--- config.mk ---
export PLATFORM = sky130hd
export DESIGN_NAME = ntc_adc_to_deci_celsius_flat
export DESIGN_NICKNAME = d
export VERILOG_FILES = /design/src/ntc_pkg.sv /design/src/ntc_sample_if.sv /design/src/ntc_temp_if.sv /design/src/ntc_adc_to_deci_celsius.sv /design/src/flat_wrapper.sv
export SDC_FILE = /design/constraint.sdc
export NUM_CORES = 1
export LEC_CHECK = 0
export BUFFER_PORTS_ARGS = -buffer_cell sky130_fd_sc_hd__buf_2
export CAP_MARGIN = 20
export CORE_ASPECT_RATIO = 0.6
export CORE_UTILIZATION = 31
export DETAILED_ROUTE_END_ITERATION = 8
export GPL_ROUTABILITY_DRIVEN = 0
export GPL_TIMING_DRIVEN = 1
export SLEW_MARGIN = 20
export SYNTH_ARGS = -nofsm -noshare
export SYNTH_HDL_FRONTEND = slang
export SYNTH_SLANG_ARGS = --single-unit
export TNS_END_PERCENT = 5
--- constraint.sdc ---
create_clock -name clk -period 7.4 [get_ports clk]
set_input_delay 0.37 -clock clk [delete_from_list [all_inputs] [get_ports clk]]
set_output_delay 0.37 -clock clk [all_outputs]
set_load 0.02 [all_outputs]
--- src/ntc_pkg.sv ---
// Shared constants and the calibration table of the NTC reading to temperature converter.
// No dependencies; every other file of the block but ntc_sample_if uses it by scoped names.
`timescale 1ns / 1ps

package ntc_pkg;

  localparam int TBL_SLOTS    = 64;
  localparam int TBL_IDX_BITS = 6;
  localparam int TBL_VAL_BITS = 10;
  localparam int OUT_BITS     = 12;
  // Temperature of the first table point, in tenths of a degree.
  localparam int BASE_DECI    = -400;

  // Expected ADC readings at 5 degree steps from -40 C, strictly descending.
  // Slots past the calibrated points read as zero.
  function automatic logic [TBL_VAL_BITS-1:0] tbl_value(input logic [TBL_IDX_BITS-1:0] idx);
    logic [TBL_VAL_BITS-1:0] val;
    case (idx)
      6'd0:    val = 10'd1010;
      6'd1:    val = 10'd1004;
      6'd2:    val = 10'd997;
      6'd3:    val = 10'd988;
      6'd4:    val = 10'd976;
      6'd5:    val = 10'd962;
      6'd6:    val = 10'd943;
      6'd7:    val = 10'd921;
      6'd8:    val = 10'd895;
      6'd9:    val = 10'd864;
      6'd10:   val = 10'd828;
      6'd11:   val = 10'd788;
      6'd12:   val = 10'd744;
      6'd13:   val = 10'd697;
      6'd14:   val = 10'd647;
      6'd15:   val = 10'd596;
      6'd16:   val = 10'd544;
      6'd17:   val = 10'd493;
      6'd18:   val = 10'd445;
      6'd19:   val = 10'd398;
      6'd20:   val = 10'd355;
      6'd21:   val = 10'd315;
      6'd22:   val = 10'd278;
      6'd23:   val = 10'd245;
      6'd24:   val = 10'd216;
      6'd25:   val = 10'd190;
      6'd26:   val = 10'd167;
      6'd27:   val = 10'd147;
      6'd28:   val = 10'd129;
      6'd29:   val = 10'd113;
      6'd30:   val = 10'd100;
      6'd31:   val = 10'd88;
      6'd32:   val = 10'd78;
      6'd33:   val = 10'd69;
      6'd34:   val = 10'd61;
      6'd35:   val = 10'd54;
      6'd36:   val = 10'd48;
      6'd37:   val = 10'd43;
      6'd38:   val = 10'd38;
      default: val = '0;
    endcase
    return val;
  endfunction

endpackage

--- src/ntc_sample_if.sv ---
// Valid/ready channel that carries one ADC reading per item.
// Width is set by its own SAMPLE_BITS parameter, not taken from the top level.
`timescale 1ns / 1ps

interface ntc_sample_if #(
  parameter int SAMPLE_BITS = 10
);
  logic                   valid;
  logic                   ready;
  logic [SAMPLE_BITS-1:0] raw_sample;

  modport source (output valid, output raw_sample, input ready);
  modport sink   (input valid, input raw_sample, output ready);
endinterface

--- src/ntc_temp_if.sv ---
// Valid/ready channel that carries one temperature in tenths of a degree per item.
// Depends on ntc_pkg for the result width.
`timescale 1ns / 1ps

interface ntc_temp_if;
  logic                                valid;
  logic                                ready;
  logic signed [ntc_pkg::OUT_BITS-1:0] deci_celsius;

  modport source (output valid, output deci_celsius, input ready);
  modport sink   (input valid, input deci_celsius, output ready);
endinterface

--- src/ntc_adc_to_deci_celsius.sv ---
// NTC ADC reading to temperature converter: table search plus serial interpolation divide.
// Depends on ntc_pkg, ntc_sample_if and ntc_temp_if.
//
//   Channel  Dir  Payload                      Meaning
//   sample   in   raw_sample [SAMPLE_BITS-1:0]  ADC reading of the thermistor divider
//   result   out  deci_celsius [11:0] signed   temperature in 0.1 C
//
// Each item passes through the table search, the prep state, the divide and the finish state:
// one table entry is compared per cycle, then the restoring divider produces one quotient
// bit per cycle. sample.ready is high only while the sequencer idles.
// The finished item waits in the output register, so a new item can be taken while
// result is stalled. Reset (rst, synchronous) returns the sequencer to idle and drops
// result.valid.
`timescale 1ns / 1ps

module ntc_adc_to_deci_celsius #(
  parameter int TABLE_ENTRIES = 39,
  parameter int SAMPLE_BITS   = 10
) (
  input  logic         clk,
  input  logic         rst,
  ntc_sample_if.sink   sample,
  ntc_temp_if.source   result
);

  localparam int ENTRIES_CLAMPED = (TABLE_ENTRIES > ntc_pkg::TBL_SLOTS) ? ntc_pkg::TBL_SLOTS :
                                   ((TABLE_ENTRIES < 2) ? 2 : TABLE_ENTRIES);
  localparam int LAST_SEG  = ENTRIES_CLAMPED - 2;
  localparam int VB        = ntc_pkg::TBL_VAL_BITS;
  localparam int IB        = ntc_pkg::TBL_IDX_BITS;
  localparam int EXT_BITS  = ((SAMPLE_BITS > VB) ? SAMPLE_BITS : VB) + 1;
  localparam int NUM_BITS  = EXT_BITS + 5;
  localparam int CNT_BITS  = $clog2(NUM_BITS + 1);
  localparam int SUM_BITS  = NUM_BITS + 2;
  localparam int OB        = ntc_pkg::OUT_BITS;

  typedef enum logic [2:0] {
    ST_IDLE,
    ST_SEARCH,
    ST_PREP,
    ST_DIVIDE,
    ST_FINISH
  } state_t;

  state_t                 state;
  logic [SAMPLE_BITS-1:0] raw;
  logic [IB-1:0]          k;
  logic [IB-1:0]          j;
  logic [VB-1:0]          div;
  logic                   div_zero;
  logic                   neg;
  logic [VB:0]            rem;
  logic [NUM_BITS-1:0]    quo;
  logic [CNT_BITS-1:0]    cnt;
  logic [SUM_BITS-1:0]    base;
  logic                   out_valid;
  logic [OB-1:0]          out_data;

  logic [VB-1:0]          tk;
  logic [VB-1:0]          tj;
  logic [VB-1:0]          tj1;
  logic [EXT_BITS-1:0]    delta;
  logic [EXT_BITS-1:0]    delta_abs;
  logic [EXT_BITS-2:0]    mag;
  logic [NUM_BITS-1:0]    num;
  logic [SUM_BITS-1:0]    base_next;
  logic [VB:0]            rem_shift;
  logic                   rem_ge;
  logic [SUM_BITS-1:0]    frac;
  logic [SUM_BITS-1:0]    sum;
  logic                   out_free;

  assign tk  = ntc_pkg::tbl_value(k);
  assign tj  = ntc_pkg::tbl_value(j);
  assign tj1 = ntc_pkg::tbl_value(j + IB'(1));

  // Signed distance from the segment start, then 50 times its magnitude by shift-and-add.
  assign delta     = EXT_BITS'(tj) - EXT_BITS'(raw);
  assign delta_abs = delta[EXT_BITS-1] ? (~delta + EXT_BITS'(1)) : delta;
  assign mag       = delta_abs[EXT_BITS-2:0];
  assign num       = NUM_BITS'({mag, 5'b0}) + NUM_BITS'({mag, 4'b0}) + NUM_BITS'({mag, 1'b0});
  assign base_next = SUM_BITS'(ntc_pkg::BASE_DECI) + SUM_BITS'({j, 5'b0}) +
                     SUM_BITS'({j, 4'b0}) + SUM_BITS'({j, 1'b0});

  assign rem_shift = {rem[VB-1:0], quo[NUM_BITS-1]};
  assign rem_ge    = rem_shift >= {1'b0, div};

  // The quotient truncates toward zero, so the sign is applied to the magnitude.
  assign frac = div_zero ? '0 : (neg ? (~SUM_BITS'(quo) + SUM_BITS'(1)) : SUM_BITS'(quo));
  assign sum  = base + frac;

  assign out_free = !out_valid || result.ready;

  assign sample.ready        = (state == ST_IDLE);
  assign result.valid        = out_valid;
  assign result.deci_celsius = out_data;

  always_ff @(posedge clk) begin
    if (rst) begin
      state     <= ST_IDLE;
      out_valid <= 1'b0;
    end else begin
      // In the finish state the output register is reloaded instead of cleared.
      if (out_valid && result.ready && (state != ST_FINISH)) begin
        out_valid <= 1'b0;
      end
      unique case (state)
        ST_IDLE: begin
          if (sample.valid) begin
            raw   <= sample.raw_sample;
            k     <= '0;
            j     <= '0;
            state <= ST_SEARCH;
          end
        end
        ST_SEARCH: begin
          // Keep the last entry that is still at or above the reading.
          if (EXT_BITS'(tk) >= EXT_BITS'(raw)) begin
            j <= k;
          end
          if (k == IB'(LAST_SEG)) begin
            state <= ST_PREP;
          end else begin
            k <= k + IB'(1);
          end
        end
        ST_PREP: begin
          div      <= tj - tj1;
          div_zero <= (tj == tj1);
          neg      <= delta[EXT_BITS-1];
          quo      <= num;
          rem      <= '0;
          cnt      <= CNT_BITS'(NUM_BITS);
          base     <= base_next;
          state    <= ST_DIVIDE;
        end
        ST_DIVIDE: begin
          if (rem_ge) begin
            rem <= rem_shift - {1'b0, div};
          end else begin
            rem <= rem_shift;
          end
          quo <= {quo[NUM_BITS-2:0], rem_ge};
          cnt <= cnt - CNT_BITS'(1);
          if (cnt == CNT_BITS'(1)) begin
            state <= ST_FINISH;
          end
        end
        ST_FINISH: begin
          if (out_free) begin
            out_data  <= sum[OB-1:0];
            out_valid <= 1'b1;
            state     <= ST_IDLE;
          end
        end
        default: begin
          state <= ST_IDLE;
        end
      endcase
    end
  end

endmodule

--- src/flat_wrapper.sv ---
// flat-port wrapper written by rule: the top's interface ports become plain ports
module ntc_adc_to_deci_celsius_flat 
#(
  parameter int TABLE_ENTRIES = 39,
  parameter int SAMPLE_BITS   = 10
)
  (clk, rst, sample_valid, sample_raw_sample, sample_ready, result_valid, result_deci_celsius, result_ready);
  ntc_sample_if #(.SAMPLE_BITS(SAMPLE_BITS)) sample_i ();
  ntc_temp_if result_i ();
  input  logic clk;
  input  logic rst;
  input wire logic [$bits(sample_i.valid)-1:0] sample_valid;
  input wire logic [$bits(sample_i.raw_sample)-1:0] sample_raw_sample;
  output wire logic [$bits(sample_i.ready)-1:0] sample_ready;
  output wire logic [$bits(result_i.valid)-1:0] result_valid;
  output wire logic [$bits(result_i.deci_celsius)-1:0] result_deci_celsius;
  input wire logic [$bits(result_i.ready)-1:0] result_ready;
  assign sample_i.valid = sample_valid;
  assign sample_i.raw_sample = sample_raw_sample;
  assign sample_ready = sample_i.ready;
  assign result_valid = result_i.valid;
  assign result_deci_celsius = result_i.deci_celsius;
  assign result_i.ready = result_ready;
  ntc_adc_to_deci_celsius #(.TABLE_ENTRIES(TABLE_ENTRIES), .SAMPLE_BITS(SAMPLE_BITS)) u_core (.clk(clk), .rst(rst), .sample(sample_i), .result(result_i));
endmodule
Word-level counts from Yosys, hierarchy flattened:

Memories as Yosys holds them, arrays and structs flattened. A register that Yosys moved wholly into a read port is not among the register bits.
Cells that the tools add are included.

* register bits after elaboration: 93
* memories kept: 3
* logic and storage cells: 85
* output and inout bits: 14
* memory bits (read-only): 1920
* input bits: 14

Memory list
* (name not given): words 64, bits a word 10, read ports 1, clocked after Yosys merged registers in 0, wr ports 0, RTL line ntc_pkg.sv:18 `case (idx)`
* (name not given): words 64, bits a word 10, read ports 1, clocked after Yosys merged registers in 1, wr ports 0, RTL line ntc_pkg.sv:18
* (name not given): words 64, bits a word 10, read ports 1, clocked after Yosys merged registers in 1, wr ports 0, RTL line ntc_pkg.sv:18

* order comparisons: 2
* equal/unequal tests: 14
* reduce and logical (&&, ||, !) cells: 14
* bitwise operators: 3
* $add $sub $neg: 14
* mux-type cells: 22

Operator list (count)
* 16-bit one-hot mux with 2 select lines: 1
* 6-bit two-way mux: 5
* 12-bit two-way mux: 2
* 6-bit one-hot mux with 2 select lines: 2
* 10-bit two-way mux: 2
* 10-bit one-hot mux with 2 select lines: 1
* 10-bit subtractor: 2
* 15-bit by 14-bit adder with 16-bit output: 1
* 16-bit by 11-bit adder with 16-bit output: 1
* 3-bit one-hot mux with 5 select lines: 1
* 10-bit by 12-bit adder with 12-bit output (first input constant): 1
* 12-bit by 1-bit adder with 12-bit output (second input constant): 1
* 12-bit by 10-bit adder with 12-bit output: 1
* 12-bit adder: 1
* 12-bit by 7-bit adder with 12-bit output: 1
* 6-bit by 1-bit adder with 6-bit output (second input constant): 2
* 3-bit two-way mux: 4
* 12-bit inverter: 1
* 4-bit AND reduction: 3
* 11-bit by 10-bit >= comparator with 1-bit output: 1
* 10-bit by 10-bit subtractor with 11-bit output: 1
* 10-bit by 1-bit adder with 10-bit output (second input constant): 1
* 10-bit == test: 1
* 10-bit >= comparator: 1
* other kinds (20): 31

Logic depth before layout (Yosys ltp):

* depth after elaboration: 7
* depth in mapped cells: 25
* depth with buffers taken out: 24

Worst setup path before layout:

No wires, ideal clock.

* path kind: register to register
* start point: reg, netlist name u_core.tj[0]
* end point: reg u_core.quo[13] (data pin)
* period minus slack after synthesis: 5.117 ns
* cell stages (with the launch flop): 26
* data required time: 7.136 ns
* library setup time: 0.264 ns
* path buffers: 1
* path slack: 2.283 ns
* arrival: 4.853 ns
* path through: dfxtp_1 inv_1 ha_1 inv_1 fa_1 a21o_1 a211oi_1 o21ai_0 a31o_2 a21oi_1 buf_1 o21ai_0 xor2_1 fa_1 inv_1 ha_1 inv_1 fa_1 nor2b_1 o21ai_0 a21boi_0 o21ai_0 a21boi_0 o21a_1 o21a_1 o31ai_1

* elaborated cells on any way between the ends: 7
* classes of those cells: 4 x add/sub; 2 x mux; 1 x bitwise

RTL lines
* 10-bit by 10-bit subtractor with 11-bit output *: RTL line ntc_adc_to_deci_celsius.sv:78 `assign delta = EXT_BITS'(tj) - EXT_BITS'(raw);`
* net u_core.delta[10]: RTL line ntc_adc_to_deci_celsius.sv:62 `logic [EXT_BITS-1:0] delta;`
* 10-bit two-way mux *: RTL line ntc_adc_to_deci_celsius.sv:79 `assign delta_abs = delta[EXT_BITS-1] ? (~delta + EXT_BITS'(1)) : delta;`
* 15-bit by 14-bit adder with 16-bit output: RTL line ntc_adc_to_deci_celsius.sv:81 `assign num = NUM_BITS'({mag, 5'b0}) + NUM_BITS'({mag, 4'b0}) + NUM_BITS'({mag, 1'b0});`
* 16-bit by 11-bit adder with 16-bit output *: RTL line ntc_adc_to_deci_celsius.sv:81
* 16-bit one-hot mux with 2 select lines *: RTL line ntc_adc_to_deci_celsius.sv:107 `unique case (state)`
* to (signal assigned): RTL line ntc_adc_to_deci_celsius.sv:131 `quo <= num;`
* to (signal assigned): RTL line ntc_adc_to_deci_celsius.sv:143 `quo <= {quo[NUM_BITS-2:0], rem_ge};`
* to (decl): RTL line ntc_adc_to_deci_celsius.sv:53 `logic [NUM_BITS-1:0] quo;`

The timed path passes the listed nets; every way through them passes the cells marked *.
A chain may end at the register's enable or synchronous reset.

Worst setup path in the final report:

* start point: reg, netlist name u_core.tj[0]
* end point: reg u_core.quo[13] (data pin)

* cells in the longest elaborated chain, start to end: 7

Ends and longest elaborated chain (RTL line)
* 10-bit by 10-bit subtractor with 11-bit output *: ntc_adc_to_deci_celsius.sv:78
* 10-bit inverter: ntc_adc_to_deci_celsius.sv:79
* 10-bit by 1-bit adder with 10-bit output: ntc_adc_to_deci_celsius.sv:79
* 10-bit two-way mux *: ntc_adc_to_deci_celsius.sv:79
* 15-bit by 14-bit adder with 16-bit output: ntc_adc_to_deci_celsius.sv:81
* 16-bit by 11-bit adder with 16-bit output *: ntc_adc_to_deci_celsius.sv:81
* 16-bit one-hot mux with 2 select lines *: ntc_adc_to_deci_celsius.sv:107

Mark *: on every way between the ends. The rest lies on a longest branch, timed or not.

==> run_results.csv <==
group,metric,value,unit
run_status,status,"complete, no violations",
power,max-vdd-ir-drop,402,uV
die,num_rows,49,
synthesis,synthesis.nets,1243,
power,power.density,321,nW/um^2
placement,placed_area,10300,sq um
synthesis,ys_types,78,
power,p_int,0.00191,W
timing,clock_skew,0.0123,ns
route,drtAntennaViolNets,0,
critical_path,crit_arrival,6.11,ns
synthesis,synth_top_area_share,27.0,%
route,route.met3.wl,2070,um
clocking,cts_buffer_depth,2,
cells_and_area,regArea,3120,sq um
route,top_layer_used,"met4",
die,die-height,140,um
synthesis,ys_warn_count,0,
die,dieArea,32300,sq um
global_route,grt_max_degree,33,
clocking,tritoncts,"built",
synthesis,yosys.area_share.simple,14.6,%
global_route,grt_antenna_before_repair,0,
die,die_w,231,um
cells_and_area,post-route-util,34.7,%
cells_and_area,area_growth,8.14,%
route,wl_met2,8890,um
cells_and_area,drive_gt1_share,7.85,%
route,via_count,8079,
route,drc,0,
clocking,cts-hold-fix-buffers,0,
synthesis,synth_xor_area_share,7.17,%
timing,fmax,0.166,GHz
route,first_iter_violations,830,
synthesis,muxShareOfSynthArea,3.16,%
clocking,cts_resized,0,
cells_and_area,antennaDiodeCount,0,
timing,relSlewSlack,30.2,%
timing,setup_tns,0,ns
die,pin_count,28,
critical_path,max_stage_delay,0.61,ns
flow_run,maxCapViolCount,0,
critical_path,crit_required,7.49,ns
clocking,cts.clk_slew.worst_paths,0.08,ns
synthesis,synthArstFlopShare,0,%
timing,setup_ws,1.37,ns
route,vias_per_cell,5.33,
global_route,first_global_vias,7295,
power,p_leak,4.33,nW
critical_path,crit_family,"compound AO/OA/AOI/OAI gates",
timing,grt_setup_unrepaired,"false",
critical_path,path_class,"reg2reg",
timing,min_period,6.03,ns
synthesis,yosysSeqAreaShare,31.9,%
route,avgRoutedWirePerCell,16.6,um
die,initial_utilization,32.1,%
synthesis,synth_edf_count,88,
clocking,cts-htree-levels,3,
power,power_switching,0.00148,W
synthesis,dominantRegCellSynth,"edfxtp_1",
placement,port_buffers,27,
power,comb_power_share,59.9,%
synthesis,syn_area,9780,sq um
clocking,numCtsBuffers,9,
synthesis,netlist_top_cells_count,"ha_1 (111), nand2_1 (99), nor2_1 (99), inv_1 (98), edfxtp_1 (88)",
power,seqPwrFrac,26.0,%
synthesis,ys_top_cells_by_area,"edfxtp_1 (27%), ha_1 (14%), dfxtp_1 (4.9%), xnor2_1 (4.3%), nand2_1 (3.8%)",
clocking,cts_setup_buffers,0,
timing,maxSlewViolCount,0,
clocking,clock-sinks,112,
timing,fin_crit_sh,81.4,%
critical_path,path_max_fanout,11,
placement,dp.cells,1500,
global_route,grt_overflow,0,
global_route,grt_pass1_wl,40600,um
synthesis,yosysMostFrequentCell,"ha_1",
critical_path,critPathBufInv,4,
critical_path,startpoint_type,"flip-flop",
die,core_area,30500,sq um
timing,worst_slew_pin_slew,1.05,ns
synthesis,synthAdderAreaFrac,17.3,%
clocking,insertion_delay,0.38,ns
synthesis,synth_top_family_by_area,"compound AO/OA/AOI/OAI gates",
route,wirelength,25100,um
route,wl_met1,14000,um
global_route,grt_usage,16.0,%
cells_and_area,fillers,3120,
critical_path,end_kind,"flip-flop",
cells_and_area,postLayoutCellArea,10600,sq um
placement,preCtsSetupSlack,1.39,ns
clocking,cts_root_buf,"clkbuf_16",
power,p_clk_share,14.1,%
cells_and_area,final_cells,1516,
critical_path,cp_cell_sequence,"inv_1, ha_1, inv_1, fa_1, a21o_1, a211oi_1, o21ai_0, a31o_2, a21oi_1, o21ai_0, xor2_1, fa_1, inv_1, ha_1, inv_1, fa_1, nor2b_1, o21ai_0, a21boi_0, o21ai_0, a21boi_0, o21a_1, o21a_1, o31ai_1",
synthesis,synth_top_cell_by_area,"edfxtp_1",
synthesis,ys_ff_latch,112,
synthesis,synth.avg_cell_area,8.86,sq um
hold_path,min_path_type,"in2reg",
power,switching_share,43.7,%
timing,hold_viol_final,0,
cells_and_area,final_nets,1243,
cells_and_area,multi_input_area,6050,sq um
synthesis,synthCells,1103,
critical_path,cp_slowest_cell,"a21oi_1",
placement,dp_hpwl,19300,um
route,dr.pass1.iters,5,
timing,setup_violations,0,
synthesis,synth_compound_area_share,19.5,%
-- area by class of cell --
cell class | instances | share of cell area, %
Clock inverter | 5 | 0.308
Multi-Input combinational cell | 837 | 57.2
Tap cell | 408 | 4.83
Inverter | 102 | 3.62
Clock buffer | 11 | 2.20
Timing Repair Buffer | 41 | 2.27
Sequential cell | 112 | 29.5
-- power by group through the flow --
stage          registers, W  clock network, W  logic, W
2_1_floorplan      0.000866                 0   0.00155
3_3_place_gp       0.000893                 0   0.00198
3_5_place_dp       0.000894                 0   0.00200
4_1_cts            0.000880          0.000488   0.00202
5_1_grt            0.000885          0.000507   0.00231
6_report           0.000881          0.000478   0.00203
-- cell families after synthesis --
logic type,count (synthesis)
AOI/OAI and AO/OA,293
xor gates and xnor gates,80
adders and majority gates,126
buffers and inverters,154
DFF,112
muxes,27
and+or+nand+nor,311
-- metrics by stage --
stage	total power, W	hold WS, ns
after floorplan	0.00241	0.442
after global placement	0.00288	0.509
after detailed placement	0.00290	0.514
after CTS	0.00339	0.147
after global routing	0.00370	0.153
final	0.00339	0.165
-- worst paths after layout --
path / cells past startpoint / slack (ns) / to / start
max: 24 / 1.37 / u_core.quo[13]$_DFFE_PP_ / u_core.tj[0]$_DFF_P_
min: 1 / 0.17 / u_core.raw[9]$_DFFE_PP_ / sample_raw_sample[9]
max reg2reg: 24 / 1.37 / u_core.quo[13]$_DFFE_PP_ / u_core.tj[0]$_DFF_P_
min reg2reg: 2 / 0.54 / u_core.quo[13]$_DFFE_PP_ / u_core.quo[12]$_DFFE_PP_
-- cell usage in the layout (no fill, tap or decap), drive strengths merged, types with 5 or more instances in the layout --
cell type	synthesis	final
o31ai	24	24
a211o	6	6
nand2	99	99
fa	15	15
o22ai	10	10
a22oi	8	8
o21ai	76	76
o211ai	7	7
nand4	6	6
buf	18	41
xor2	32	32
mux2i	20	20
a21o	10	10
edfxtp	88	88
a211oi	11	11
a21boi	10	10
clkbuf	34	11
nand3	31	31
inv	101	102
nor4	6	6
nor2b	12	12
a31oi	15	15
or3	6	6
nand2b	8	8
mux2	5	5
a21oi	74	74
xnor2	48	48
nor2	100	100
o21a	5	5
ha	111	111
o221ai	6	6
dfxtp	24	24
nor3	22	22
-- metal layers --
metal	vias to the layer above	global-route usage [%]
met5	-	0
met4	0	3.07
met3	14	3.79
met2	299	19.7
met1	3819	26.8
li1	3947	-
-- registers in the layout, summed over array words and instances, names as in the netlist, 10 cells and up --
| signal | count |
|---|---|
| u_core.base | 11 |
| u_core.quo | 16 |
| u_core.tj | 10 |
| u_core.tk | 10 |
| u_core.result.deci_celsius | 12 |
| u_core.raw | 10 |
| u_core.rem | 10 |
| u_core.div | 10 |
No activity file was read; power rests on OpenSTA's default activity.
